$ cat src/hdl/rms_pkg.sv
`timescale 1ns / 1ps

package rms_pkg;

    localparam int VAL_W   = 32;
    localparam int MEAN_W  = 48;
    localparam int DIFF_W  = 49;
    localparam int M2_W    = 64;
    localparam int CNT_W   = 32;
    localparam int DEN_W   = 33;
    localparam int PROD_W  = 2 * DIFF_W;
    localparam int ROOT_W  = 32;

    localparam logic [1:0] OP_UPDATE    = 2'd0;
    localparam logic [1:0] OP_CLEAR     = 2'd1;
    localparam logic [1:0] OP_CLEAR_ALL = 2'd2;
    localparam logic [1:0] OP_READ      = 2'd3;

    localparam logic [CNT_W-1:0] CNT_MAX = '1;

    typedef struct packed {
        logic [CNT_W-1:0]         count;
        logic signed [VAL_W-1:0]  last;
        logic signed [VAL_W-1:0]  min;
        logic signed [VAL_W-1:0]  max;
        logic signed [MEAN_W-1:0] mean;
        logic [M2_W-1:0]          m2;
    } t_entry;

endpackage

$ cat src/hdl/rms_sqrt.sv
`timescale 1ns / 1ps

module rms_sqrt
    import rms_pkg::*;
(
    input  logic              i_clk,
    input  logic              i_rst_n,
    input  logic              i_start,
    input  logic [M2_W-1:0]   i_x,
    output logic              o_done,
    output logic [ROOT_W-1:0] o_root
);

    localparam int STEP_W = $clog2(ROOT_W);
    localparam int REM_W  = ROOT_W + 2;

    logic              r_busy;
    logic              r_done;
    logic [STEP_W-1:0] r_step;
    logic [M2_W-1:0]   r_x;
    logic [REM_W-1:0]  r_rem;
    logic [ROOT_W-1:0] r_root;
    logic [REM_W+1:0]  n_acc;
    logic [REM_W+1:0]  n_trial;
    logic              n_fit;

    assign n_acc   = {r_rem, r_x[M2_W-1:M2_W-2]};
    assign n_trial = (REM_W + 2)'({r_root, 2'b01});
    assign n_fit   = n_acc >= n_trial;

    always_ff @(posedge i_clk) begin
        if (!i_rst_n) begin
            r_busy <= 1'b0;
            r_done <= 1'b0;
        end else begin
            r_done <= 1'b0;
            if (i_start) begin
                r_busy <= 1'b1;
                r_step <= '0;
                r_x    <= i_x;
                r_rem  <= '0;
                r_root <= '0;
            end else if (r_busy) begin
                if (n_fit) begin
                    r_rem <= REM_W'(n_acc - n_trial);
                end else begin
                    r_rem <= REM_W'(n_acc);
                end
                r_root <= {r_root[ROOT_W-2:0], n_fit};
                r_x    <= r_x << 2;
                r_step <= r_step + 1'b1;
                if (r_step == STEP_W'(ROOT_W - 1)) begin
                    r_busy <= 1'b0;
                    r_done <= 1'b1;
                end
            end
        end
    end

    assign o_done = r_done;
    assign o_root = r_root;

endmodule

$ cat config.mk
export PLATFORM = sky130hd
export DESIGN_NAME = rms_sqrt
export DESIGN_NICKNAME = d
export VERILOG_FILES = /design/src/hdl/rms_pkg.sv /design/src/hdl/rms_sqrt.sv
export SDC_FILE = /design/constraint.sdc
export NUM_CORES = 1
export LEC_CHECK = 0
export ABC_AREA = 1
export BUFFER_PORTS_ARGS = -buffer_cell sky130_fd_sc_hd__buf_2
export CORE_UTILIZATION = 55
export CTS_CLUSTER_SIZE = 14
export DETAILED_ROUTE_END_ITERATION = 16
export GPL_ROUTABILITY_DRIVEN = 0
export PLACE_DENSITY = 0.76
export RECOVER_POWER = 100
export SYNTH_ARGS = -nofsm -noshare
export SYNTH_HDL_FRONTEND = slang
export SYNTH_SLANG_ARGS = --single-unit
$ cat constraint.sdc
create_clock -name i_clk -period 12.6 [get_ports i_clk]
set_clock_uncertainty 0.2 [all_clocks]
set_input_delay 0 -clock i_clk [delete_from_list [all_inputs] [get_ports i_clk]]
set_output_delay 0 -clock i_clk [all_outputs]
set_load 0.03 [all_outputs]
==> results of run 1 <==
worst min path at each step:
stage | start | end | cells past startpoint
5_1_grt | i_x[34] | r_x[34]$_DFFE_PP_ | 4
2_1_floorplan | i_rst_n | o_done$_SDFF_PP0_ | 2
3_5_place_dp | i_x[1] | r_x[1]$_SDFFCE_PN0P_ | 3
6_report | i_x[29] | r_x[29]$_DFFE_PP_ | 4
3_3_place_gp | i_x[13] | r_x[13]$_DFFE_PP_ | 3
4_1_cts | i_start | r_step[4]$_SDFFCE_PP0P_ | 2
through the flow:
stage / area, µm² / total power, W / setup slack, ns
after floorplan: 8501 / 0.0008128 / 4.831
after global placement: 9138 / 0.0008769 / 9.493
after detailed placement: 9138 / 0.0008818 / 9.453
after CTS: 10450 / 0.001461 / 9.436
after global routing: 10380 / 0.001538 / 5.199
final: 10380 / 0.001466 / 5.911
placed cells by master, fill, tap and decap left out, types with 5 or more instances in the layout:
cell           Yosys  layout
a21oi_1           23      23
nand3_1           18      18
nand3b_1          11      11
nand2_1          532     532
buf_2              5      65
inv_1            166     167
bufinv_16          0       5
clkbuf_16          0      17
edfxtp_1         135     135
dlygate4sd3_1      0      65
nand4_1            5       5
xnor2_1           16      16
nor3_1             8       8
ha_1              36      36
clkbuf_1          19      37
nor2_1           141     141
sequential cells by signal, indices dropped and copies added, names as in the netlist:
signal  count
r_x        64
r_rem      34
o_root     32
r_step      5
o_done      1
r_busy      1
logic make-up (layout without fill, tap and decap cells):
logic type,after synthesis,count (layout)
AND/OR/NAND/NOR,728,728
flip-flops,137,137
buffers and inverters,197,368
adder cells (fa/ha/maj),36,36
AO/OA/AOI/OAI,30,30
XOR/XNOR,18,18
tightest hold or removal path: cells and delay by family:
| kind | cells | cell delay [ns] |
|---|---|---|
| buf+inv | 2 | 0.62 |
| simple gates | 2 | 0.09 |
layout make-up:
class / instances / area share
flip-flops and latches: 137 / 0.3943
multi-input cells: 812 / 0.3504
repair buffers: 168 / 0.1081
inverters: 168 / 0.06073
clock buffers: 17 / 0.04097
clock inverters: 15 / 0.02289
well taps: 188 / 0.02265
power groups by stage:
| stage | registers [W] | clock network [W] | logic, W |
|---|---|---|---|
| 2_1_floorplan | 0.000586 | 0 | 0.000227 |
| 3_3_place_gp | 0.000569 | 0 | 0.000307 |
| 5_1_grt | 0.000568 | 0.000588 | 0.000382 |
| 3_5_place_dp | 0.000571 | 0 | 0.000311 |
| 6_report | 0.000565 | 0.000566 | 0.000335 |
| 4_1_cts | 0.000562 | 0.000571 | 0.000329 |
routing by layer:
| metal | vias to the layer above | routed length (µm) | share of wire |
|---|---|---|---|
| li1 | 3842 | - | - |
| met1 | 3340 | 8880 | 0.44 |
| met2 | 226 | 9690 | 0.48 |
| met3 | 44 | 1087 | 0.054 |
| met4 | 0 | 596 | 0.029 |
| met5 | - | 0 | 0 |
==> impl_metrics.env, run 1 <==
export IMPL_track_usage=0.2689
export IMPL_synth_top_family_by_area="simple AND/OR/NAND/NOR gates"
export IMPL_netlist_area_um2=8501
export IMPL_fin_cells=1505
export IMPL_worst_slew_pin_slew_ns=4.250
export IMPL_crit_buf_inv=3
export IMPL_fillerInstances=1181
export IMPL_clkPwrFrac=0.386
export IMPL_ys_types=31
export IMPL_maxSlewHeadroom=-1.833
export IMPL_hold_path_class="input pin to flip-flop"
export IMPL_seq_area_um2=4094
export IMPL_power_density_nw_per_um2=141.2
export IMPL_crit_end="r_rem[16]$_SDFFCE_PP0P_"
export IMPL_setup_violations_final=0
export IMPL_clkTransAtPathRegs_ns=0.06
export IMPL_grt_setup_unrepaired="false"
export IMPL_cp_start_kind="input pin"
export IMPL_grt_ovfl_total=0
export IMPL_dp_cells=1408
export IMPL_yosys_warnings=0
export IMPL_synth_edf_count=135
export IMPL_critPathCaptureType="flip-flop"
export IMPL_grt_pass1_wl_mm=33.58
export IMPL_port_buffers=99
export IMPL_firstDrtPassIters=5
export IMPL_multiInputGateArea_um2=3638
export IMPL_grt_use_met3=0.05609
export IMPL_ys_seq_elements=137
export IMPL_crit_chain="clkbuf_1 -> inv_1 -> a21oi_1 -> clkbuf_1"
export IMPL_synthMuxAreaShare=0
export IMPL_p_comb_frac=0.229
export IMPL_ioPinCount=100
export IMPL_rows=45
export IMPL_die_h_um=126.3
export IMPL_critPathLaunch="i_start"
export IMPL_required_ns=12.34
export IMPL_htreeDepth=4
export IMPL_synth_simple_area_share=0.3374
export IMPL_path_depth=4
export IMPL_fin_hold_ws_ns=0.1832
export IMPL_worst_skew_pair_late_latency_ns=0.43
export IMPL_path_delay_family="buffers and inverters"
export IMPL_final_hold_violation_count=0
export IMPL_worstPathArrival_ns=6.43
export IMPL_switchingPower_w=0.0004388
export IMPL_synthCells=1146
export IMPL_yosys_cell_count_top_type="nand2_1"
export IMPL_start_util=0.5613
export IMPL_clock_sinks=137
export IMPL_synth_compound_area_frac=0.01913
export IMPL_crit_type="input pin to flip-flop"
export IMPL_netlist_top_cell_by_area="edfxtp_1"
export IMPL_area_growth_pct=22.15
export IMPL_synth_top_area_share=0.4769
export IMPL_cts_buffer_depth=2
export IMPL_worstRegToRegCells=3
export IMPL_cap_violations=4
export IMPL_grt_busiest_layer="met2"
export IMPL_layout_min_cycle_time_ns=6.689
export IMPL_worst_path_most_repeated_cell="clkbuf_1"
export IMPL_power_frac_seq=0.385
export IMPL_avgSynthCellArea_um2=7.418
export IMPL_final_layout_size_suffix_gt1_frac=0.07897
export IMPL_synthArstFlopShare=0
export IMPL_antenna_left=0
export IMPL_antenna_cells=0
export IMPL_fmax_mhz=149.5
export IMPL_p_sw_frac=0.2992
export IMPL_hpwl_mm=12.65
export IMPL_synth_adder_area_share=0.05299
export IMPL_nNetsFinal=1407
export IMPL_grt_max_degree=102
export IMPL_grt_use_met2=0.4488
export IMPL_die_w_um=126.3
export IMPL_synth_nets=1249
export IMPL_grt_antenna_before_repair=0
export IMPL_drtIter0Drc=565
export IMPL_cts_resized=0
export IMPL_drt_vias_per_instance=4.951
export IMPL_tns_ns=0
export IMPL_yosys_area_share_xor_xnor=0.01855
export IMPL_synth_common_cells="532 x nand2_1, 166 x inv_1, 141 x nor2_1, 135 x edfxtp_1, 36 x ha_1"
export IMPL_power_leakage_nw=5.298
export IMPL_route_detailed_wl_per_inst_um=13.46
export IMPL_drc=0
export IMPL_maxSlewViolCount=340
export IMPL_status="finished, violations left"
export IMPL_drt_total_wl_mm=20.26
export IMPL_met1_usage=0.3366
export IMPL_vias=7452
export IMPL_core_um2=15150
export IMPL_crit_fanout=101
export IMPL_worst_path_max_delay_cell="clkbuf_1"
export IMPL_grt_pass1_vias=7330
export IMPL_utilization=0.6856
export IMPL_cts_buffers=17
export IMPL_ir_drop_uv=106.1
export IMPL_dieArea_um2=15960
export IMPL_cts_tree="yes"
export IMPL_r2r_end="r_rem[16]$_SDFFCE_PP0P_"
export IMPL_post_cts_setup_buffer_count=0
export IMPL_rrSetupSlack_ns=8.50
export IMPL_ys_flop_type="edfxtp_1"
export IMPL_hold_buffers=65
export IMPL_power_internal_w=0.001028
export IMPL_synthTopCellsByArea="edfxtp_1 48%, nand2_1 23%, inv_1 7.3%, nor2_1 6.2%, ha_1 5.3%"
export IMPL_yosysSeqAreaShare=0.4816
export IMPL_slowest_delay_ns=2.94
export IMPL_timing_final_crit_share=0.5308
export IMPL_root_buffer="clkbuf_16"
export IMPL_violations="max-capacitance violations, max-slew violations"
export IMPL_r2r_start="r_busy$_SDFF_PN0_"
(Power assumes the default switching activity.)
==> inputs of run 2 (changes only) <==
==> constraint.sdc (replaced) <==
create_clock -name i_clk -period 6.3 [get_ports i_clk]
set_clock_uncertainty 0.2 [all_clocks]
set_input_delay 0 -clock i_clk [delete_from_list [all_inputs] [get_ports i_clk]]
set_output_delay 0 -clock i_clk [all_outputs]
set_load 0.03 [all_outputs]
==> impl_metrics.env, run 2 (synthesized netlist as in run 1, its figures left out) <==
export IMPL_cp_start_kind="input pin"
export IMPL_switchingPower_w=0.0008741
export IMPL_fmax_mhz=225.0
export IMPL_grt_pass1_vias=7699
export IMPL_drtIter0Drc=587
export IMPL_r2r_start="r_rem[5]$_SDFFCE_PP0P_"
export IMPL_cts_resized=0
export IMPL_vias=7793
export IMPL_drt_total_wl_mm=21.59
export IMPL_power_density_nw_per_um2=262.7
export IMPL_start_util=0.5613
export IMPL_worst_path_max_delay_cell="a21oi_1"
export IMPL_worstHoldStart="i_x[9]"
export IMPL_final_cell_mix="533 x nand2_1, 166 x inv_1, 141 x nor2_1, 135 x edfxtp_1, 88 x dlygate4sd3_1"
export IMPL_setup_violations_final=0
export IMPL_core_um2=15150
export IMPL_required_ns=6.16
export IMPL_p_sw_frac=0.3167
export IMPL_root_buffer="clkbuf_16"
export IMPL_route_detailed_wl_per_inst_um=14.15
export IMPL_path_delay_family="compound AO/OA/AOI/OAI gates"
export IMPL_track_usage=0.2852
export IMPL_area_growth_pct=23.61
export IMPL_ir_drop_uv=212.8
export IMPL_htreeDepth=4
export IMPL_maxSlewHeadroom=-1.264
export IMPL_crit_type="input pin to flip-flop"
export IMPL_clkPwrFrac=0.345
export IMPL_layout_min_cycle_time_ns=4.445
export IMPL_die_h_um=126.3
export IMPL_cts_buffers=17
export IMPL_critPathCaptureType="flip-flop"
export IMPL_maxSlewViolCount=108
export IMPL_drt_vias_per_instance=5.107
export IMPL_violations="max-capacitance violations, max-slew violations"
export IMPL_post_cts_setup_buffer_count=0
export IMPL_port_buffers=99
export IMPL_path_depth=5
export IMPL_hold_path_class="input pin to flip-flop"
export IMPL_die_w_um=126.3
export IMPL_worstPathArrival_ns=4.30
export IMPL_ioPinCount=100
export IMPL_final_hold_violation_count=0
export IMPL_antenna_left=0
export IMPL_grt_max_degree=108
export IMPL_firstDrtPassIters=5
export IMPL_antenna_cells=0
export IMPL_slowest_delay_ns=2.24
export IMPL_regMostFlops="r_x"
export IMPL_cts_buffer_depth=2
export IMPL_hpwl_mm=12.65
export IMPL_p_comb_frac=0.248
export IMPL_worst_slew_pin_slew_ns=3.396
export IMPL_power_leakage_nw=5.311
export IMPL_grt_pass1_wl_mm=35.67
export IMPL_grt_ovfl_total=0
export IMPL_crit_fanout=107
export IMPL_power_internal_w=0.001886
export IMPL_status="finished, violations left"
export IMPL_timing_final_crit_share=0.7056
export IMPL_crit_chain="clkbuf_1 -> clkinv_1 -> buf_4 -> a21oi_1 -> buf_12"
export IMPL_dieArea_um2=15960
export IMPL_grt_setup_unrepaired="false"
export IMPL_fin_hold_ws_ns=0.1791
export IMPL_clkTransAtPathRegs_ns=0.06
export IMPL_final_layout_size_suffix_gt1_frac=0.07549
export IMPL_largest_reg_flops=64
export IMPL_worst_skew_pair_late_latency_ns=0.43
export IMPL_cts_tree="yes"
export IMPL_cap_violations=2
export IMPL_rows=45
export IMPL_clock_sinks=137
export IMPL_crit_buf_inv=4
export IMPL_worstHoldEndpoint="r_x[9]$_DFFE_PP_"
export IMPL_worstRegToRegCells=11
export IMPL_mostFrequentLayoutCell="nand2_1"
export IMPL_hold_path_depth=4
export IMPL_rrSetupSlack_ns=1.92
export IMPL_r2r_end="r_rem[28]$_SDFFCE_PP0P_"
export IMPL_power_frac_seq=0.408
export IMPL_grt_antenna_before_repair=0
export IMPL_nNetsFinal=1430
export IMPL_drc=0
export IMPL_tns_ns=0
==> run 2: cell type report <==
class / instances / area, µm²
Tap cell: 188 / 235.2
Timing Repair Buffer: 191 / 1369
Inverter: 168 / 630.6
Multi-Input combinational cell: 812 / 3630
Sequential cell: 137 / 4094
Clock buffer: 17 / 425.4
Clock inverter: 13 / 123.9
Fill cell: 1162 / 4638
==> run 2: worst max path at each step <==
stage,start,end
after CTS,o_root[25]$_SDFFCE_PP0P_,r_rem[33]$_SDFFCE_PP0P_
after detailed placement,o_root[25]$_SDFFCE_PP0P_,r_rem[33]$_SDFFCE_PP0P_
after global routing,i_start,o_root[9]$_SDFFCE_PP0P_
after floorplan,i_start,o_root[0]$_SDFFCE_PP0P_
after global placement,o_root[25]$_SDFFCE_PP0P_,r_rem[33]$_SDFFCE_PP0P_
final,i_start,r_rem[12]$_SDFFCE_PP0P_
==> run 2: timing repair <==
action | 4_1_cts | 5_1_grt
hold buffers | 88 | 0
setup endpoints to repair | 0 | 0
hold endpoints to repair | 94 | 0
==> run 2: power by group through the flow <==
stage / Sequential, W / Clock [W] / Combinational [W]
finish: 0.00112 / 0.000952 / 0.000684
global route: 0.00113 / 0.000986 / 0.000774
CTS: 0.00112 / 0.000949 / 0.000671
detailed placement: 0.00114 / 0 / 0.000624
global placement: 0.00114 / 0 / 0.000617
floorplan: 0.00117 / 0 / 0.000454
==> run 2: worst min-delay path: cells and delay by family <==
family	cells	cell delay [ns]
buffers and inverters	2	0.62
and+or+nand+nor	2	0.09
==> run 2: metal layers <==
layer  GRT usage  share of wire  up-vias
met5           0              0        -
met4      0.1283          0.031        0
met2      0.4979           0.49      322
li1            -              -     3885
met3     0.05736          0.066       55
met1      0.3411           0.41     3531
==> run 2: through the flow <==
stage,power (W),setup slack (ns),std cells,instance area (µm²),utilization
2_1_floorplan,0.001619,1.406,1146,8504,-
3_3_place_gp,0.001756,2.985,1408,9150,0.6041
3_5_place_dp,0.001764,2.917,1408,9150,0.6041
4_1_cts,0.002743,2.926,1526,10580,0.6986
5_1_grt,0.002892,1.392,1526,10510,0.6938
6_report,0.002760,1.855,1526,10510,0.6938
