## src/hdl/rms_pkg.sv

```systemverilog
`timescale 1ns / 1ps

package rms_pkg;

    localparam int VAL_W   = 32;
    localparam int MEAN_W  = 48;
    localparam int DIFF_W  = 49;
    localparam int M2_W    = 64;
    localparam int CNT_W   = 32;
    localparam int DEN_W   = 33;
    localparam int PROD_W  = 2 * DIFF_W;
    localparam int ROOT_W  = 32;

    localparam logic [1:0] OP_UPDATE    = 2'd0;
    localparam logic [1:0] OP_CLEAR     = 2'd1;
    localparam logic [1:0] OP_CLEAR_ALL = 2'd2;
    localparam logic [1:0] OP_READ      = 2'd3;

    localparam logic [CNT_W-1:0] CNT_MAX = '1;

    typedef struct packed {
        logic [CNT_W-1:0]         count;
        logic signed [VAL_W-1:0]  last;
        logic signed [VAL_W-1:0]  min;
        logic signed [VAL_W-1:0]  max;
        logic signed [MEAN_W-1:0] mean;
        logic [M2_W-1:0]          m2;
    } t_entry;

endpackage

```

## src/hdl/rms_div.sv

```systemverilog
`timescale 1ns / 1ps

module rms_div
    import rms_pkg::*;
(
    input  logic             i_clk,
    input  logic             i_rst_n,
    input  logic             i_start,
    input  logic [M2_W-1:0]  i_num,
    input  logic [DEN_W-1:0] i_den,
    output logic             o_done,
    output logic [M2_W-1:0]  o_quo,
    output logic [DEN_W-1:0] o_rem
);

    localparam int STEP_W = $clog2(M2_W);

    logic              r_busy;
    logic              r_done;
    logic [STEP_W-1:0] r_step;
    logic [M2_W-1:0]   r_quo;
    logic [DEN_W-1:0]  r_rem;
    logic [DEN_W-1:0]  r_den;
    logic [DEN_W:0]    n_trial;
    logic              n_fit;

    assign n_trial = {r_rem, r_quo[M2_W-1]};
    assign n_fit   = n_trial >= {1'b0, r_den};

    always_ff @(posedge i_clk) begin
        if (!i_rst_n) begin
            r_busy <= 1'b0;
            r_done <= 1'b0;
        end else begin
            r_done <= 1'b0;
            if (i_start) begin
                r_busy <= 1'b1;
                r_step <= '0;
                r_quo  <= i_num;
                r_rem  <= '0;
                r_den  <= i_den;
            end else if (r_busy) begin
                if (n_fit) begin
                    r_rem <= DEN_W'(n_trial - {1'b0, r_den});
                end else begin
                    r_rem <= n_trial[DEN_W-1:0];
                end
                r_quo  <= {r_quo[M2_W-2:0], n_fit};
                r_step <= r_step + 1'b1;
                if (r_step == STEP_W'(M2_W - 1)) begin
                    r_busy <= 1'b0;
                    r_done <= 1'b1;
                end
            end
        end
    end

    assign o_done = r_done;
    assign o_quo  = r_quo;
    assign o_rem  = r_rem;

endmodule

```

## config.mk

```make
export PLATFORM = sky130hd
export DESIGN_NAME = rms_div
export DESIGN_NICKNAME = d
export VERILOG_FILES = /design/src/hdl/rms_pkg.sv /design/src/hdl/rms_div.sv
export SDC_FILE = /design/constraint.sdc
export NUM_CORES = 1
export LEC_CHECK = 0
export BUFFER_PORTS_ARGS = -buffer_cell sky130_fd_sc_hd__buf_4
export CORE_ASPECT_RATIO = 2
export CORE_UTILIZATION = 40
export CTS_BUF_LIST = sky130_fd_sc_hd__clkbuf_2 sky130_fd_sc_hd__clkbuf_4 sky130_fd_sc_hd__clkbuf_8
export CTS_CLUSTER_SIZE = 24
export DETAILED_ROUTE_END_ITERATION = 6
export GPL_TIMING_DRIVEN = 1
export PLACE_DENSITY_LB_ADDON = 0.08
export SYNTH_ARGS = -nofsm -noshare
export SYNTH_HDL_FRONTEND = slang
export SYNTH_SLANG_ARGS = --single-unit
```

## constraint.sdc

```tcl
create_clock -name i_clk -period 4.7 [get_ports i_clk]
set_input_delay 0.235 -clock i_clk [delete_from_list [all_inputs] [get_ports i_clk]]
set_output_delay 0.235 -clock i_clk [all_outputs]
set_load 0.01 [all_outputs]
```

==> impl_metrics.tcl, run 1 <==
set metrics [dict create \
    status "finished, final reports clean" \
    whs_path_depth 3 \
    setup_viol_count_final 0 \
    hold_start "i_rst_n" \
    clk_pin_slew_worst_paths_ps 80 \
    relSlewSlack 0.286 \
    reg2reg_from "o_rem[24]$_SDFFCE_PP0P_" \
    grt_pass1_vias 6482 \
    internal_power_mw 2.34 \
    fp-row-count 70 \
    cts_buffers 17 \
    irDropWorstVdd_mv 0.210 \
    drt_iter0_drc 221 \
    crit_arrival_ps 4290 \
    dp_cells 1023 \
    r2r-end "o_rem[11]$_SDFFCE_PP0P_" \
    cts_tree "yes" \
    power.switching_mw 1.05 \
    routedWlPerCell_um 18.2 \
    detail-route-antenna-nets 0 \
    power.total_mw 3.40 \
    vias 5895 \
    netlist_top_cells_area "edfxtp_1 (54%), mux2_2 (9.5%), ha_1 (5.6%)" \
    clock-root-buffer "clkbuf_8" \
    grt_util_met1 0.208 \
    tns_ps 0 \
    cp-start-kind "flip-flop" \
    area_growth_pct 31.1 \
    initial_core_util 0.412 \
    drt_wl_total_mm 19.8 \
    postLayoutCoreUtil 0.541 \
    yosys.area.top_type "edfxtp_1" \
    rsz0062_at_grt "false" \
    grtUsageMet2 0.398 \
    synth_cell_type_count 56 \
    clock.fmax_mhz 244 \
    end_kind "flip-flop" \
    synth-async-reset-ratio 0 \
    synthTopCellsByCount "edfxtp_1 (136), mux2_2 (64), nor2_1 (52)" \
    final_layout_size_suffix_gt1_frac 0.349 \
    ys_ff_latch 138 \
    period_share 0.873 \
    met3_usage 0.0543 \
    leakagePower_nw 4.11 \
    netlist_area_um2 7580 \
    grt_max_degree 60 \
    r2r_cells 10 \
    swShare 0.311 \
    seq_area_frac_synth 0.544 \
    max_cap_viol_count 0 \
    top_usage_layer "met2" \
    io_pins 198 \
    dp_hpwl_mm 14.7 \
    clock_latency_ps 460 \
    cts_buffer_depth 2 \
    dieHeight_um 197 \
    clock_power_share 0.266 \
    synth.most_common_cell "edfxtp_1" \
    period_needed_ps 4100 \
    crit_path_cell_trace "ha_1 > and4_1 > nand2_1 > or4_1 > o31a_1 > o21a_1 > a21oi_4 > buf_4 > mux2i_1 > nor2_1" \
    dr.pass1.iters 5 \
    viasPerCell 5.42 \
    post-cts-setup-buffers 0 \
    grt.overflow.total 0 \
    grt_pass1_wl_mm 31.7 \
    reg2reg_slack_ps 600 \
    avgSynthCellArea_um2 12.0 \
    coreArea_um2 18400 \
    clock-sinks 138 \
    crit_required_ps 4890 \
    syn-num-nets 766 \
    cp.depth 10 \
    ys.flop_type "edfxtp_1" \
    finalMaxSlewViolations 0 \
    yosysTopAreaCellShare 0.538 \
    synth_edf_count 136 \
    hold_class "input pin to flip-flop" \
    cp_num_buf_inv 1 \
    grt_usage 0.212 \
    drc_errors 0 \
    worst-path-max-fanout 30 \
    hold_viol_final 0 \
    slowest_stage "a21oi_4" \
    path_class "flip-flop to flip-flop" \
    clock_skew_ps 15.6 \
    power_density_nw_per_um2 341 \
    fin_cells 1088 \
    htreeDepth 4 \
    dieWidth_um 99.4 \
    nets 994 \
    port_buffers 197 \
    synthCells 631 \
    dieArea_um2 19600 \
    crit_family "compound AO/OA/AOI/OAI gates" \
    place.gp.congestion 0.860 \
    tightestPinTransition_ps 1070 \
    diodes 0 \
    p_seq_frac 0.453 \
    yosys_warnings 0 \
    min_to "o_done$_SDFF_PP0_" \
    max_stage_delay_ps 840 \
    comb_power_share 0.281 \
    antenna_found_initial 0 \
]
==> registers in the layout, indices dropped and copies added, names as in the netlist <==
signal	flops
r_den	33
o_quo	64
r_busy	1
o_done	1
o_rem	33
r_step	6
==> logic make-up after synthesis <==
kind of cell,after synthesis,share of synthesized area
adders and majority gates,35,0.0587
DFF,138,0.544
AOI/OAI and AO/OA,138,0.118
buffers and inverters,69,0.0365
xor gates and xnor gates,27,0.0312
muxes,85,0.123
and+or+nand+nor,139,0.0896
==> placed cells by master, fill, tap and decap left out, types with 5 or more instances in the layout <==
master	n
a211oi_1	19
a21o_1	12
a21oi_1	39
buf_4	203
clkbuf_8	17
clkinvlp_4	5
dlygate4sd3_1	33
edfxtp_1	136
ha_1	34
inv_1	42
mux2_2	64
mux2i_1	21
nand2_1	24
nand3_1	11
nand4_1	7
nor2_1	52
nor2b_1	6
nor3_1	8
o21ai_0	30
o21bai_1	7
or3_1	6
xnor2_1	20
xor2_1	7
==> power by group through the flow <==
stage                     sequential (mW)  combinational [mW]  clock (mW)
after floorplan                      1.59               0.580           0
after global placement               1.56               0.927           0
after detailed placement             1.57               0.936           0
after CTS                            1.54               0.963       0.933
after global routing                 1.55                1.05       0.969
final                                1.54               0.955       0.903
==> metal layers <==
metal | part of all wire | vias up | wire length [um]
li1 | - | 2826 | -
met1 | 0.35 | 2831 | 6940
met2 | 0.56 | 189 | 11200
met3 | 0.052 | 49 | 1040
met4 | 0.035 | 0 | 697
met5 | 0 | - | 0
==> final cells by class <==
class	count	area (um^2)
Clock buffer	18	241
Clock inverter	14	106
Fill cell	1650	8450
Inverter	42	158
Multi-Input combinational cell	424	3190
Sequential cell	138	4120
Tap cell	216	270
Timing Repair Buffer	236	1850
==> worst max path at each step <==
stage	slack, ps	from	to
2_1_floorplan	1050	i_start	o_quo[0]$_DFFE_PP_
3_3_place_gp	700	o_rem[24]$_SDFFCE_PP0P_	o_rem[20]$_SDFFCE_PP0P_
3_5_place_dp	600	o_rem[24]$_SDFFCE_PP0P_	o_rem[14]$_SDFFCE_PP0P_
4_1_cts	590	o_rem[24]$_SDFFCE_PP0P_	o_rem[14]$_SDFFCE_PP0P_
5_1_grt	390	o_rem[24]$_SDFFCE_PP0P_	o_rem[14]$_SDFFCE_PP0P_
6_report	600	o_rem[24]$_SDFFCE_PP0P_	o_rem[11]$_SDFFCE_PP0P_
==> worst reg2reg max path: stages (launching register included) <==
cell and delay [ps]:
edfxtp_1 420, ha_1 480, and4_1 310, nand2_1 80, or4_1 520, o31a_1 270, o21a_1 210, a21oi_4 840
buf_4 410, mux2i_1 230, nor2_1 60
==> metrics by stage <==
stage	instance area (um^2)	hold WS (ps)	setup slack, ps
after floorplan	7580	334	1050
after global placement	9270	413	701
after detailed placement	9270	414	602
after CTS	9950	28.8	590
after global routing	9950	43.0	387
final	9950	61.3	598
==> timing repair <==
item / in CTS / in global routing
gates resized for setup: 0 / 0
endpoints found under the hold margin: 33 / 0
hold buffers: 33 / 0
Note: power is estimated with default switching activity, not from simulation.
==> run 2: changes to the inputs <==
--- a/config.mk
+++ b/config.mk
@@ -12,7 +12,7 @@
 export CTS_CLUSTER_SIZE = 24
 export DETAILED_ROUTE_END_ITERATION = 6
 export GPL_TIMING_DRIVEN = 1
-export PLACE_DENSITY_LB_ADDON = 0.08
+export PLACE_DENSITY_LB_ADDON = 0.3
 export SYNTH_ARGS = -nofsm -noshare
 export SYNTH_HDL_FRONTEND = slang
 export SYNTH_SLANG_ARGS = --single-unit
==> run 2 against run 1 <==
  * Clock skew rose by 4.3 ps
  * Register-to-register slack improved by 200 ps
  * Via count fell by 0.51%
  * Hold slack got worse by 17 ps
  * Total power is 1.9% higher
  * Combinational power is essentially flat
  * Largest cell class unchanged
  * Highest routed layer unchanged
==> impl_metrics.tcl, run 2 (synthesis gave the netlist of run 1 again) <==
set metrics [dict create \
    status "finished, final reports clean" \
    antenna_found_initial 0 \
    crit_end "o_rem[13]$_SDFFCE_PP0P_" \
    layout_setup_ws_ps 800 \
    worst-path-max-fanout 23 \
    crit_arrival_ps 4070 \
    period_share 0.830 \
    dp_slack_ps 770 \
    cp-start-kind "flip-flop" \
    final_layout_size_suffix_gt1_frac 0.352 \
    path_class "flip-flop to flip-flop" \
    initial_core_util 0.412 \
    drt_wl_total_mm 20.1 \
    fp-row-count 70 \
    grt_pass1_wl_mm 31.4 \
    cts_tree "yes" \
    grt.overflow.total 0 \
    clock_skew_ps 19.9 \
    finalMaxSlewViolations 0 \
    slowest_stage "a21oi_4" \
    dieArea_um2 19600 \
    dp_hpwl_mm 14.9 \
    diodes 0 \
    tightestPinTransition_ps 897 \
    max_cap_viol_count 0 \
    dr.pass1.iters 5 \
    coreArea_um2 18400 \
    hold_class "input pin to flip-flop" \
    io_pins 198 \
    cts_buffer_depth 2 \
    dieWidth_um 99.4 \
    power_density_nw_per_um2 347 \
    port_buffers 197 \
    clock-sinks 138 \
    grt_max_degree 72 \
    routedWlPerCell_um 18.5 \
    grt_pass1_vias 6243 \
    htreeDepth 4 \
    leakagePower_nw 4.14 \
    clock-root-buffer "clkbuf_8" \
    r2r_cells 10 \
    cts_buffers 17 \
    final_common_cell "buf_4" \
    area_growth_pct 31.6 \
    nets 994 \
    startpoint "o_rem[24]$_SDFFCE_PP0P_" \
    reg2reg_from "o_rem[24]$_SDFFCE_PP0P_" \
    fill_cells 1678 \
    crit_required_ps 4870 \
    mostFrequentLayoutCells "buf_4 (203), edfxtp_1 (136), mux2_2 (64)" \
    period_needed_ps 3900 \
    clock.fmax_mhz 256 \
    tns_ps 0 \
    viasPerCell 5.39 \
    reg2reg_slack_ps 800 \
    hold_viol_final 0 \
    relSlewSlack 0.402 \
    place.gp.congestion 0.875 \
    largest_reg_flops 64 \
    r2r-end "o_rem[13]$_SDFFCE_PP0P_" \
    end_kind "flip-flop" \
    vias 5865 \
    clock_latency_ps 460 \
    detail-route-antenna-nets 0 \
    dieHeight_um 197 \
    ff_latch_area_um2 4120 \
    drc_errors 0 \
    crit_path_cell_trace "ha_1 > and4_1 > nand2_1 > or4_1 > o31a_1 > o21a_1 > a21oi_4 > buf_4 > mux2i_1 > nor2_1" \
    drt_iter0_drc 230 \
    rsz0062_at_grt "false" \
    max_stage_delay_ps 620 \
    setup_viol_count_final 0 \
    multi_input_area_um2 3190 \
    irDropWorstVdd_mv 0.252 \
    clk_pin_slew_worst_paths_ps 80 \
    grt_usage 0.212 \
]
## run 2: power breakdown
group          leakage, nW  internal (mW)  switching [mW]
logic                 2.63          0.447           0.505
registers             1.32           1.48          0.0607
clock network        0.190          0.470           0.496
total                 4.14           2.40            1.06
## run 2: cell type report
cell class / instances / area share
flip-flops and latches: 138 / 0.413
well taps: 216 / 0.0271
multi-input cells: 424 / 0.320
inverters: 42 / 0.0158
clock inverters: 15 / 0.0150
repair buffers: 236 / 0.186
clock buffers: 17 / 0.0234
## run 2: critical path, delay by kind of cell, from the launching register on
family / cells / cell delay, ps
adders and majority gates: 1 / 460
AOI/OAI and AO/OA: 3 / 1090
buffers and inverters: 1 / 440
DFF: 1 / 430
muxes: 1 / 230
and+or+nand+nor: 4 / 950
## run 2: worst min path at each step
stage,end,start,cells past startpoint
5_1_grt,o_done$_SDFF_PP0_,i_rst_n,3
4_1_cts,o_done$_SDFF_PP0_,i_rst_n,3
3_5_place_dp,r_den[12]$_DFFE_PP_,i_den[12],1
6_report,o_done$_SDFF_PP0_,i_rst_n,3
3_3_place_gp,r_den[29]$_DFFE_PP_,i_den[29],1
2_1_floorplan,r_den[0]$_DFFE_PP_,i_den[0],0
## run 2: layer usage
layer / GRT usage / wire [um] / up-vias
li1: - / - / 2824
met1: 0.210 / 7030 / 2822
met2: 0.403 / 11300 / 173
met3: 0.0465 / 1010 / 46
met4: 0.108 / 721 / 0
met5: 0 / 0 / -
## run 2: per-stage QoR
step                      total power, mW  hold slack, ps  instances  utilization  cell area [um^2]
after floorplan                      2.17             334        631            -              7580
after global placement               2.49             414       1023        0.504              9270
after detailed placement             2.49             414       1023        0.504              9270
after CTS                            3.49            10.2       1088        0.543              9980
after global routing                 3.62            23.9       1088        0.543              9980
final                                3.46            43.8       1088        0.543              9980
## run 2: what timing repair did
| item | in CTS | in global routing |
|---|---|---|
| gates resized for setup | 0 | 0 |
| hold buffers | 33 | 0 |
| setup buffers | 0 | 0 |
| hold endpoints to repair | 33 | 0 |
==> run 3: changes to the inputs <==
==> constraint.sdc (replaced) <==
create_clock -name i_clk -period 3.68 [get_ports i_clk]
set_input_delay 0.184 -clock i_clk [delete_from_list [all_inputs] [get_ports i_clk]]
set_output_delay 0.184 -clock i_clk [all_outputs]
set_load 0.01 [all_outputs]
==> run 3 against run 2 <==
  * Critical path depth unchanged
  * Register-to-register slack worse by 520 ps
  * Setup slack worse by 520 ps
  * Sequential share of layout area down 2.7 points
  * Total power up 33%
  * Critical endpoint is now o_rem[6]$_SDFFCE_PP0P_
  * Largest power group unchanged
  * Highest routed layer unchanged
==> impl_metrics.tcl, run 3 (synthesis gave the netlist of run 1 again) <==
set metrics [dict create \
    fp-row-count 70 \
    clock.fmax_mhz 294 \
    cp-start-kind "flip-flop" \
    period_share 0.925 \
    htreeDepth 4 \
    coreArea_um2 18400 \
    largest_reg_flops 64 \
    clock-sinks 138 \
    worst-path-max-fanout 19 \
    dp_cells 1033 \
    r2r_cells 10 \
    initial_core_util 0.412 \
    diodes 0 \
    hold_viol_final 0 \
    crit_end "o_rem[6]$_SDFFCE_PP0P_" \
    place.gp.congestion 0.871 \
    grt.overflow.total 0 \
    routedWlPerCell_um 18.4 \
    viasPerCell 5.31 \
    cts_buffer_depth 2 \
    port_buffers 197 \
    dieWidth_um 99.4 \
    power_density_nw_per_um2 432 \
    final_layout_size_suffix_gt1_frac 0.342 \
    place_area_um2 9380 \
    period_needed_ps 3400 \
    post-route-cell-area_um2 10700 \
    detail-route-antenna-nets 0 \
    clock-root-buffer "clkbuf_8" \
    grt_pass1_wl_mm 33.0 \
    dieHeight_um 197 \
    path_class "flip-flop to flip-flop" \
    area_growth_pct 40.8 \
    clk_pin_slew_worst_paths_ps 80 \
    grt_pass1_vias 6581 \
    leakagePower_nw 4.44 \
    startpoint "o_rem[20]$_SDFFCE_PP0P_" \
    drt_wl_total_mm 21.2 \
    grt_usage 0.222 \
    tightestPinTransition_ps 970 \
    reg2reg_from "o_rem[20]$_SDFFCE_PP0P_" \
    drc_errors 0 \
    crit_arrival_ps 3580 \
    irDropWorstVdd_mv 0.297 \
    relSlewSlack 0.353 \
    rsz0062_at_grt "false" \
    status "finished, final reports clean" \
    cts_buffers 17 \
    setup_viol_count_final 0 \
    reg2reg_slack_ps 280 \
    crit_required_ps 3850 \
    grt_max_degree 81 \
    dp_hpwl_mm 14.9 \
    hold_ws_ps 42.1 \
    finalMaxSlewViolations 0 \
    clock_skew_ps 12.9 \
    drt_iter0_drc 316 \
    dieArea_um2 19600 \
    tns_ps 0 \
    hold_class "input pin to flip-flop" \
    io_pins 198 \
    power.total_mw 4.62 \
    end_kind "flip-flop" \
    cts_tree "yes" \
    dr.pass1.iters 4 \
    final_common_cell "buf_4" \
    r2r-end "o_rem[6]$_SDFFCE_PP0P_" \
    antenna_found_initial 0 \
    clock_latency_ps 460 \
    mostFrequentLayoutCells "buf_4 (210), edfxtp_1 (136), dlygate4sd3_1 (88)" \
    max_cap_viol_count 0 \
    nets 1059 \
    fin_cells 1153 \
    vias 6122 \
]
[run 3: worst min-delay path by stage]
stage | start | endpoint | cells after the start
3_3_place_gp | i_den[9] | r_den[9]$_DFFE_PP_ | 1
2_1_floorplan | i_den[0] | r_den[0]$_DFFE_PP_ | 0
4_1_cts | i_num[40] | o_quo[40]$_DFFE_PP_ | 2
5_1_grt | i_num[40] | o_quo[40]$_DFFE_PP_ | 2
6_report | i_num[40] | o_quo[40]$_DFFE_PP_ | 2
3_5_place_dp | i_den[7] | r_den[7]$_DFFE_PP_ | 1
[run 3: cell type report]
type                            count  area, um^2
Fill cell                        1514        7710
Sequential cell                   138        4120
Multi-Input combinational cell    424        3200
Timing Repair Buffer              301        2520
Tap cell                          216         270
Clock buffer                       18         241
Clock inverter                     14         171
Inverter                           42         158
[run 3: critical path, stage by stage (launching register included)]
cell and delay (ps):
edfxtp_1 440, ha_1 450, nand4_1 190, nor4_1 510
nand2_1 120, o31a_1 310, o21a_1 190, a21oi_4 400
buf_12 230, mux2i_1 210, nor2_1 60
[run 3: metal layers]
metal / track usage / wire [um] / vias up
met5: 0 / 0 / -
met4: 0.108 / 762 / 0
met3: 0.0592 / 1220 / 50
met2: 0.439 / 12200 / 205
met1: 0.201 / 7070 / 2918
li1: - / - / 2949
[run 3: power breakdown]
part | internal (mW) | switching (mW) | leakage [nW]
Combinational | 0.645 | 0.665 | 2.92
Clock | 0.680 | 0.653 | 0.203
Sequential | 1.89 | 0.0813 | 1.32
Total | 3.22 | 1.40 | 4.44
[run 3: timing repair]
| item | 4_1_cts | 5_1_grt |
|---|---|---|
| gates resized for setup | 0 | 2 |
| endpoints found under the hold margin | 88 | 0 |
| hold buffers | 88 | 0 |
| setup endpoints to repair | 0 | 26 |
| setup buffers | 0 | 0 |
[run 3: per-stage QoR]
step | worst slack (ps) | util
2_1_floorplan | 77.3 | -
3_3_place_gp | 269 | 0.510
3_5_place_dp | 145 | 0.510
4_1_cts | 108 | 0.580
5_1_grt | 19.0 | 0.581
6_report | 276 | 0.581
