<file path="config.mk">
export PLATFORM = sky130hd
export DESIGN_NAME = rms_mul
export DESIGN_NICKNAME = d
export VERILOG_FILES = /design/src/hdl/rms_pkg.sv /design/src/hdl/rms_mul.sv
export SDC_FILE = /design/constraint.sdc
export NUM_CORES = 1
export LEC_CHECK = 0
export ABC_AREA = 0
export BUFFER_PORTS_ARGS = -buffer_cell sky130_fd_sc_hd__buf_2
export CAP_MARGIN = 10
export CORE_ASPECT_RATIO = 0.5
export CORE_MARGIN = 3
export CORE_UTILIZATION = 30
export CTS_CLUSTER_SIZE = 14
export DETAILED_ROUTE_END_ITERATION = 10
export GPL_TIMING_DRIVEN = 0
export PLACE_DENSITY = 0.56
export SLEW_MARGIN = 20
export SYNTH_ARGS = -nofsm -noshare
export SYNTH_HDL_FRONTEND = slang
export SYNTH_SLANG_ARGS = --single-unit
</file>
<file path="constraint.sdc">
create_clock -name i_clk -period 8.9 [get_ports i_clk]
set_clock_uncertainty 0.1 [all_clocks]
set_input_delay 0.445 -clock i_clk [delete_from_list [all_inputs] [get_ports i_clk]]
set_output_delay 0.445 -clock i_clk [all_outputs]
set_load 0.1 [all_outputs]
</file>
<file path="src/hdl/rms_pkg.sv">
`timescale 1ns / 1ps

package rms_pkg;

    localparam int VAL_W   = 32;
    localparam int MEAN_W  = 48;
    localparam int DIFF_W  = 49;
    localparam int M2_W    = 64;
    localparam int CNT_W   = 32;
    localparam int DEN_W   = 33;
    localparam int PROD_W  = 2 * DIFF_W;
    localparam int ROOT_W  = 32;

    localparam logic [1:0] OP_UPDATE    = 2'd0;
    localparam logic [1:0] OP_CLEAR     = 2'd1;
    localparam logic [1:0] OP_CLEAR_ALL = 2'd2;
    localparam logic [1:0] OP_READ      = 2'd3;

    localparam logic [CNT_W-1:0] CNT_MAX = '1;

    typedef struct packed {
        logic [CNT_W-1:0]         count;
        logic signed [VAL_W-1:0]  last;
        logic signed [VAL_W-1:0]  min;
        logic signed [VAL_W-1:0]  max;
        logic signed [MEAN_W-1:0] mean;
        logic [M2_W-1:0]          m2;
    } t_entry;

endpackage

</file>
<file path="src/hdl/rms_mul.sv">
`timescale 1ns / 1ps

module rms_mul
    import rms_pkg::*;
(
    input  logic              i_clk,
    input  logic              i_rst_n,
    input  logic              i_start,
    input  logic [DIFF_W-1:0] i_a,
    input  logic [DIFF_W-1:0] i_b,
    output logic              o_done,
    output logic [PROD_W-1:0] o_prod
);

    localparam int STEP_W = $clog2(DIFF_W);

    logic              r_busy;
    logic              r_done;
    logic [STEP_W-1:0] r_step;
    logic [DIFF_W-1:0] r_a;
    logic [PROD_W-1:0] r_b;
    logic [PROD_W-1:0] r_acc;

    always_ff @(posedge i_clk) begin
        if (!i_rst_n) begin
            r_busy <= 1'b0;
            r_done <= 1'b0;
        end else begin
            r_done <= 1'b0;
            if (i_start) begin
                r_busy <= 1'b1;
                r_step <= '0;
                r_a    <= i_a;
                r_b    <= PROD_W'(i_b);
                r_acc  <= '0;
            end else if (r_busy) begin
                if (r_a[0]) begin
                    r_acc <= r_acc + r_b;
                end
                r_a    <= r_a >> 1;
                r_b    <= r_b << 1;
                r_step <= r_step + 1'b1;
                if (r_step == STEP_W'(DIFF_W - 1)) begin
                    r_busy <= 1'b0;
                    r_done <= 1'b1;
                end
            end
        end
    end

    assign o_done = r_done;
    assign o_prod = r_acc;

endmodule

</file>
==> flow_metrics.py, run 1 <==
metrics = {
    "status": {
        "run_status": "finished, final reports clean",
    },
    "synthesis": {
        "synth-seq-cells": 253,
        "netlist_area_mm2": 0.0160,
        "synth_cell_types": 75,
        "syn-instance-count": 1522,
        "yosysWarnings": 0,
        "synth_nets": 1723,
        "avgSynthCellArea_um2": 10.5,
        "synthArstFlopShare": 0,
        "synth_edf_count": 251,
        "synthFlopType": "edfxtp_1",
        "ys_seq_area_frac": 0.475,
    },
    "clock_tree": {
        "cts_tree": "built",
        "post-cts-setup-buffers": 0,
        "clockBufferDepth": 3,
        "clock-root-buffer": "clkbuf_16",
        "cts_sinks": 253,
        "htree_levels": 1,
        "ctsResizeCount": 0,
        "hold_buffers": 0,
        "clock_latency_ps": 560,
        "numCtsBuffers": 27,
        "clkTransAtPathRegs_ps": 60,
    },
    "die": {
        "die_h_um": 169,
        "dieArea_mm2": 0.0561,
        "row_count": 59,
        "io_pins": 200,
        "core_area_mm2": 0.0523,
        "initial_utilization": 0.305,
        "fp.dieW_um": 332,
    },
    "power_and_ir_drop": {
        "swShare": 0.362,
        "switching_power_mw": 1.37,
        "clkPwrFrac": 0.291,
        "leakage_nw": 7.21,
        "power_density_mw_per_mm2": 200,
        "pwr-share-comb": 0.316,
        "intPower_mw": 2.41,
        "seqPwrFrac": 0.394,
        "peakVddDrop_uv": 117,
    },
    "global_route": {
        "track_usage": 0.154,
        "overflow": 0,
        "grt_pass1_wl_um": 69500,
        "grt_start_max_net_pins": 51,
        "antenna_found_initial": 6,
        "grt_pass1_vias": 12400,
    },
    "place": {
        "port_buffers": 198,
        "dpl_cell_area_mm2": 0.0180,
        "dp_cells": 2429,
        "dp_worst_setup_slack_ps": 4550,
        "gp_congestion": 0.899,
        "place_hpwl_um": 35000,
    },
    "critical_path": {
        "critical_path_arrival_ps": 4650,
        "critPathTopFamily": "compound AO/OA/AOI/OAI gates",
        "cp-end-kind": "register",
        "crit_fanout": 6,
        "path_cells": "ha_1 > inv_1 > fa_1 > nor2b_1 > o21bai_1 > nand3b_1 > a21oi_1 > o21ai_1 > a31oi_1 > o21ai_1 > a21o_1 > a21oi_1 > mux2_2",
        "required_ps": 9110,
        "critPathKind": "reg2reg",
        "slowest_delay_ps": 690,
        "crit_buf_inv": 1,
        "cpMaxStageDelayCell": "a31oi_1",
        "crit_path_start_kind": "register",
    },
    "sta": {
        "tns_ps": 0,
        "grt_setup_unrepaired": "no",
        "worst_pin_slew_ps": 1010,
        "final.min_clock_period_ps": 4440,
        "finalSetupViolations": 0,
        "relSlewSlack": 0.328,
        "layout_setup_ws_ps": 4460,
        "drv_slew": 0,
        "finalHoldViolCount": 0,
        "period_share": 0.499,
        "fmax_ghz": 0.225,
    },
    "routing": {
        "antenna_left": 0,
        "wl_per_cell_um": 18.0,
        "vias": 12600,
        "drt-total-wl_um": 44600,
        "via_per_inst": 5.06,
        "drt_iter0_drc": 795,
        "drc": 0,
        "drt_first_pass_iters": 5,
    },
    "run": {
        "cap_violations": 0,
    },
    "hold_path": {
        "hold_class": "in2reg",
    },
    "cells_and_area": {
        "fillers": 5352,
        "post-route-util": 0.361,
        "syn2layout_area_growth_pct": 18.3,
        "finalNetCount": 1958,
        "postLayoutCellArea_mm2": 0.0189,
        "final_cells": 2480,
        "layout-drive-gt1-share": 0.213,
    },
}
## flip-flops by register name (all words and copies together) (netlist names)
register  flops
r_b          98
r_step        6
r_a          49
o_prod       98
r_busy        1
o_done        1
## logic make-up after synthesis
family / after synthesis / share of synthesized area
and+or+nand+nor: 488 / 0.151
AOI/OAI and AO/OA: 391 / 0.152
DFF: 253 / 0.475
buffers and inverters: 106 / 0.0259
muxes: 101 / 0.0713
adders and majority gates: 100 / 0.0789
xor gates and xnor gates: 83 / 0.0456
## stage by stage
stage	power (mW)	hold slack, ps
after detailed placement	2.70	400
final	3.78	57.4
after global routing	3.98	47.0
after global placement	2.70	392
after floorplan	2.43	375
after CTS	3.82	23.2
## path summary, 6_finish.rpt
kind	slack, ps	start	cells past startpoint	endpoint
setup / recovery	4460	o_prod[0]	13	o_prod[84]
hold reg to reg	410	r_busy	1	o_done
setup reg to reg	4460	o_prod[0]	13	o_prod[84]
hold / removal	60	i_rst_n	2	o_done
## placed cells by master (no fill, tap or decap), types with 35 or more instances in the layout
cell,count
nor3_1,35
mux2_2,101
nand2_1,94
nand4_1,44
clkbuf_1,59
nor2b_1,64
o21ai_0,82
ha_1,99
nor2_1,163
inv_1,36
buf_2,209
xnor2_1,51
a21oi_1,150
edfxtp_1,251
a21o_1,35
## layout make-up
type	instances	area, um^2	share of cell area
multi-input combinational	1163	7980	0.423
sequential	253	7580	0.401
timing repair buffer	206	1190	0.0630
tap	701	877	0.0465
clock buffer	30	687	0.0364
buffer	70	278	0.0147
clock inverter	18	148	0.00782
inverter	36	135	0.00716
antenna	3	7.51	0.000398
## metal layers
| metal | wire length [um] | vias to the layer above | GRT usage |
|---|---|---|---|
| met5 | 42 | - | 0 |
| met4 | 1380 | 6 | 0.0468 |
| met2 | 21700 | 221 | 0.270 |
| met3 | 1660 | 74 | 0.0246 |
| met1 | 19800 | 6096 | 0.197 |
| li1 | - | 6158 | - |
## power groups by stage
stage | logic [mW] | clock network (mW) | registers [mW]
final | 1.19 | 1.10 | 1.49
after global routing | 1.30 | 1.18 | 1.50
after CTS | 1.19 | 1.13 | 1.49
after detailed placement | 1.19 | 0 | 1.52
after global placement | 1.17 | 0 | 1.53
after floorplan | 0.631 | 0 | 1.80
## cells in the mapped netlist, drive strengths merged, types with 5 or more instances
master	n	area [um^2]
edfxtp	251	7540
nor2	163	612
a21oi	151	759
mux2	101	1140
ha	99	1240
nand2	97	372
o21ai	92	472
nor2b	65	407
clkbuf	57	215
xnor2	51	447
nand4	45	288
a21o	36	272
inv	36	135
nor3	36	185
xor2	32	280
o21bai	29	218
nand3	18	90.1
o21a	16	120
nand2b	14	87.6
a31oi	13	81.3
buf	13	62.6
nor4	10	77.6
and3	8	50.1
a21boi	7	63.8
or3	7	43.8
o31ai	6	58.8
a211oi	5	47.5
a221oi	5	43.8
and2	5	31.3
o31a	5	43.8
No activity file was read; power rests on OpenSTA's default activity.
==> run 2: changes to the inputs <==
--- a/config.mk
+++ b/config.mk
@@ -14,7 +14,7 @@
 export CTS_CLUSTER_SIZE = 14
 export DETAILED_ROUTE_END_ITERATION = 10
 export GPL_TIMING_DRIVEN = 0
-export PLACE_DENSITY = 0.56
+export PLACE_DENSITY = 0.57
 export SLEW_MARGIN = 20
 export SYNTH_ARGS = -nofsm -noshare
 export SYNTH_HDL_FRONTEND = slang
==> constraint.sdc (replaced) <==
create_clock -name i_clk -period 4 [get_ports i_clk]
set_clock_uncertainty 0.1 [all_clocks]
set_input_delay 0.2 -clock i_clk [delete_from_list [all_inputs] [get_ports i_clk]]
set_output_delay 0.2 -clock i_clk [all_outputs]
set_load 0.1 [all_outputs]
==> run 2 against run 1 <==
  * Routed wire length is 3.4% higher
  * Worst setup slack got worse by 4300 ps
  * Worst hold slack improved by 110 ps
  * Sequential share of layout area decreased by 2.1 points
  * Die area is the same
  * First-iteration DRC count down 0.50%
  * Flip-flop and latch count did not move
  * Cell area rose by 5.6%
  * Critical endpoint unchanged
  * Largest cell class unchanged
==> flow_metrics.py, run 2 (synthesized netlist as in run 1, its figures left out) <==
metrics = {
    "sta": {
        "grt_setup_unrepaired": "no",
        "fin_hold_ws_ps": 167,
        "relSlewSlack": 0.341,
        "final.min_clock_period_ps": 3830,
        "fmax_ghz": 0.261,
        "finalHoldViolCount": 0,
        "layout_setup_ws_ps": 167,
        "drv_slew": 0,
        "finalSetupViolations": 0,
        "worst_pin_slew_ps": 988,
        "period_share": 0.958,
        "tns_ps": 0,
    },
    "critical_path": {
        "required_ps": 4220,
        "cp-end-kind": "register",
        "slowest_delay_ps": 430,
        "crit_path_start_kind": "register",
        "r2r_setup_slack_ps": 170,
        "cpMaxStageDelayCell": "edfxtp_1",
        "cp_common_cell": "a21oi_1",
        "crit_fanout": 5,
        "path_cells": "ha_1 > a21oi_1 > nor3_1 > o31a_1 > nor4_1 > o21ai_2 > a31oi_4 > o21ai_1 > a21o_1 > a21oi_1 > mux2_2",
        "critPathKind": "reg2reg",
        "critical_path_arrival_ps": 4060,
        "r2r_cells": 11,
    },
    "global_route": {
        "track_usage": 0.159,
        "grt_pass1_vias": 13000,
        "overflow": 0,
        "grt_pass1_wl_um": 72000,
        "grt_start_max_net_pins": 46,
        "antenna_found_initial": 0,
    },
    "cells_and_area": {
        "final_cells": 2582,
        "finalNetCount": 2060,
        "multi_input_comb_area_mm2": 0.00804,
        "post-route-util": 0.381,
        "fillers": 5235,
        "layout_common_cells": "251 x edfxtp_1, 209 x buf_2, 163 x nor2_1, 149 x a21oi_1, 101 x mux2_2",
        "postLayoutCellArea_mm2": 0.0199,
        "syn2layout_area_growth_pct": 25.0,
        "layout-drive-gt1-share": 0.206,
        "register_area_mm2": 0.00758,
        "final_common_cell": "edfxtp_1",
    },
    "power_and_ir_drop": {
        "peakVddDrop_uv": 350,
        "leakage_nw": 7.65,
        "power_density_mw_per_mm2": 430,
        "power_mw": 8.57,
    },
    "place": {
        "place_hpwl_um": 35200,
        "dp_worst_setup_slack_ps": -393,
        "dp_cells": 2429,
        "gp_congestion": 0.905,
        "dpl_cell_area_mm2": 0.0180,
        "port_buffers": 198,
    },
    "die": {
        "dieArea_mm2": 0.0561,
        "core_area_mm2": 0.0523,
        "io_pins": 200,
        "die_h_um": 169,
        "row_count": 59,
        "initial_utilization": 0.305,
        "fp.dieW_um": 332,
    },
    "routing": {
        "drc": 0,
        "drt-total-wl_um": 46100,
        "antenna_left": 0,
        "vias": 12900,
        "drt_first_pass_iters": 5,
        "wl_per_cell_um": 17.9,
        "via_per_inst": 5.00,
        "drt_iter0_drc": 791,
    },
    "clock_tree": {
        "clkTransAtPathRegs_ps": 60,
        "htree_levels": 1,
        "cts_sinks": 253,
        "cts_tree": "built",
        "clock_latency_ps": 570,
        "clockBufferDepth": 3,
        "numCtsBuffers": 27,
        "clock-root-buffer": "clkbuf_16",
    },
    "hold_path": {
        "hold_depth": 4,
        "hold_class": "in2reg",
    },
    "status": {
        "run_status": "finished, final reports clean",
    },
    "run": {
        "cap_violations": 0,
    },
}
-- run 2: cell types whose count changed in the layout (fill, tap and decap cells not counted), moves of 2 or more --
cell	before	now
clkbuf_1	59	62
nor3_2	1	3
dlygate4sd3_1	0	99
clkbuf_8	0	2
o21ai_1	9	7
diode_2	3	1
buf_12	3	5
clkinvlp_4	4	1
buf_16	5	2
o21ai_2	0	3
nor3_1	35	33
a21oi_4	0	2
buf_4	0	3
-- run 2: cell type report --
cell class | instances | share of cell area
multi-input cells | 1163 | 0.403
flip-flops and latches | 253 | 0.380
repair buffers | 308 | 0.109
well taps | 701 | 0.0440
clock buffers | 35 | 0.0364
plain buffers | 70 | 0.0139
inverters | 36 | 0.00678
clock inverters | 15 | 0.00621
diodes | 1 | 0.000126
-- run 2: worst paths after layout --
check / start / endpoint
worst max register to register: r_b[17] / o_prod[84]
worst max-delay path: r_b[17] / o_prod[84]
worst min-delay path: i_start / r_busy
worst min register to register: r_busy / o_done
-- run 2: timing repair --
item	CTS	global route
resized for setup	3	9
setup endpoints to repair	8	10
pin swaps	0	1
hold endpoints to repair	99	0
hold buffers	99	0
buffers inserted	0	3
-- run 2: power breakdown --
group	leakage (nW)	internal, mW	switching, mW
registers	2.44	3.20	0.112
clock network	0.416	1.40	1.09
logic	4.79	0.881	1.89
total	7.65	5.48	3.09
-- run 2: critical path: cells and delay by family (launching register included) --
kind,cells,cell delay (ps)
AOI/OAI and AO/OA,7,1890
and+or+nand+nor,2,430
DFF,1,430
adders and majority gates,1,380
muxes,1,370
-- run 2: metal layers --
metal | GRT usage | vias up | routed length [um]
met1 | 0.202 | 6222 | 20400
met3 | 0.0204 | 78 | 1580
met2 | 0.281 | 245 | 22600
met5 | 0 | - | 0
li1 | - | 6358 | -
met4 | 0.0549 | 0 | 1560
==> run 3: changes to the inputs <==
==> constraint.sdc (replaced) <==
create_clock -name i_clk -period 3.45 [get_ports i_clk]
set_clock_uncertainty 0.1 [all_clocks]
set_input_delay 0.1725 -clock i_clk [delete_from_list [all_inputs] [get_ports i_clk]]
set_output_delay 0.1725 -clock i_clk [all_outputs]
set_load 0.1 [all_outputs]
==> run 3 against run 2 <==
  * The run now ends with setup timing left
  * Via count is 3.2% higher
  * Die area unchanged
  * Flip-flop and latch count stayed put
  * Critical path depth did not move
  * Sequential power rose by 17%
  * Combinational power rose by 29%
  * Total power up 23%
  * Register-to-register slack got worse by 190 ps
  * Cell count grew 1.9%
  * Cell area up 6.8%
  * Routed wire length up 2.7%
  * Utilization grew 2.6 points
  * Largest cell class unchanged
  * Largest power group unchanged
  * Highest routed layer unchanged
==> flow_metrics.py, run 3 (synthesized netlist as in run 1, its figures left out) <==
metrics = {
    "die": {
        "row_count": 59,
        "io_pins": 200,
        "dieArea_mm2": 0.0561,
        "fp.dieW_um": 332,
        "core_area_mm2": 0.0523,
        "die_h_um": 169,
        "initial_utilization": 0.305,
    },
    "sta": {
        "relSlewSlack": 0.319,
        "tns_ps": -32.3,
        "drv_slew": 0,
        "fmax_ghz": 0.288,
        "worst_pin_slew_ps": 1020,
        "finalHoldViolCount": 0,
        "finalSetupViolations": 2,
        "period_share": 1.01,
        "layout_setup_ws_ps": -24.9,
        "final.min_clock_period_ps": 3470,
        "grt_setup_unrepaired": "yes",
    },
    "place": {
        "dp_worst_setup_slack_ps": -291,
        "dpl_cell_area_mm2": 0.0185,
        "place_hpwl_um": 35500,
        "dp_cells": 2429,
        "gp_congestion": 0.892,
        "port_buffers": 198,
    },
    "clock_tree": {
        "numCtsBuffers": 27,
        "clockBufferDepth": 3,
        "clock_latency_ps": 560,
        "cts_tree": "built",
        "htree_levels": 1,
        "clkTransAtPathRegs_ps": 70,
        "clock-root-buffer": "clkbuf_16",
        "cts_sinks": 253,
    },
    "critical_path": {
        "critPathKind": "reg2reg",
        "required_ps": 3660,
        "r2r_setup_slack_ps": -20,
        "critical_path_arrival_ps": 3680,
        "crit_fanout": 8,
        "cp-end-kind": "register",
        "crit_path_start_kind": "register",
    },
    "global_route": {
        "overflow": 0,
        "grt_start_max_net_pins": 44,
        "antenna_found_initial": 0,
        "grt_pass1_wl_um": 73200,
        "track_usage": 0.161,
        "grt_pass1_vias": 13200,
    },
    "routing": {
        "antenna_left": 0,
        "via_per_inst": 5.06,
        "drt_iter0_drc": 887,
        "drt-total-wl_um": 47300,
        "wl_per_cell_um": 18.0,
        "drc": 0,
        "drt_first_pass_iters": 5,
        "vias": 13300,
    },
    "cells_and_area": {
        "fillers": 5115,
        "final_cells": 2632,
        "syn2layout_area_growth_pct": 33.4,
        "finalNetCount": 2110,
        "postLayoutCellArea_mm2": 0.0213,
        "layout_common_cells": "251 x edfxtp_1, 201 x buf_2, 163 x nor2_1, 124 x a21oi_1, 101 x mux2_2",
        "final_common_cell": "edfxtp_1",
        "layout-drive-gt1-share": 0.288,
    },
    "power_and_ir_drop": {
        "leakage_nw": 8.07,
        "power_mw": 10.5,
        "power_density_mw_per_mm2": 495,
        "peakVddDrop_uv": 393,
    },
    "status": {
        "run_status": "finished, violations left",
        "violations": "setup timing",
    },
    "run": {
        "cap_violations": 0,
    },
    "hold_path": {
        "hold_class": "in2reg",
    },
}
run 3: changes by cell type in the layout (fill, tap and decap cells not counted), moves of 5 or more:
cell / previous run / this run
a21oi_1: 149 / 124
a21oi_2: 0 / 23
buf_2: 209 / 201
buf_4: 3 / 55
buf_6: 0 / 10
clkbuf_1: 62 / 51
clkinv_1: 6 / 1
ha_1: 99 / 63
ha_2: 0 / 11
ha_4: 0 / 25
o21ai_0: 81 / 70
o21ai_1: 7 / 12
run 3: layout make-up:
| cell class | count | area, um^2 | area share |
|---|---|---|---|
| multi-input combinational | 1163 | 8810 | 0.414 |
| buffer | 66 | 332 | 0.0156 |
| timing repair buffer | 362 | 2620 | 0.123 |
| tap | 701 | 877 | 0.0412 |
| sequential | 253 | 7580 | 0.356 |
| antenna | 1 | 2.50 | 0.000118 |
| clock buffer | 34 | 722 | 0.0339 |
| inverter | 36 | 135 | 0.00635 |
| clock inverter | 16 | 203 | 0.00952 |
run 3: per-layer routing:
metal	track usage	wire [um]	up-vias
li1	-	-	6467
met1	0.210	21000	6489
met2	0.281	23200	291
met3	0.0227	1860	71
met4	0.0454	1350	0
met5	0	0	-
run 3: path summary, 6_finish.rpt:
kind,from,end,cells after the start
worst max-delay path,o_prod[45],o_prod[86],11
worst min-delay path,i_start,r_busy,4
worst max register to register,o_prod[45],o_prod[86],11
worst min register to register,r_busy,o_done,1
run 3: metrics by stage:
| stage | util | hold slack (ps) |
|---|---|---|
| 6_report | 0.407 | 176 |
| 5_1_grt | 0.407 | 203 |
| 4_1_cts | 0.396 | 158 |
| 3_5_place_dp | 0.353 | 349 |
| 3_3_place_gp | 0.349 | 339 |
| 2_1_floorplan | - | 225 |
run 3: critical path, stage by stage (launching register included):
cell and delay [ps]:
edfxtp_1 440, ha_1 430, a21oi_1 250, o21ai_2 120, a221oi_2 300, o21ai_0 160, a21oi_1 250, o31ai_2 100
a21oi_2 250, a211oi_4 130, o31ai_2 310, mux2_2 370
run 3: repair_timing:
action	4_1_cts	5_1_grt
setup buffers	24	33
setup endpoints to repair	18	25
pin swaps	9	30
resized for setup	31	76
endpoints found under the hold margin	99	0
hold buffers	99	0
run 3: power by group:
part           internal (mW)  switching (mW)  total (mW)  leakage (nW)
clock network           1.79            1.30        3.09         0.450
logic                   1.26            2.32        3.57          5.18
registers               3.71           0.150        3.86          2.44
total                   6.76            3.77        10.5          8.07
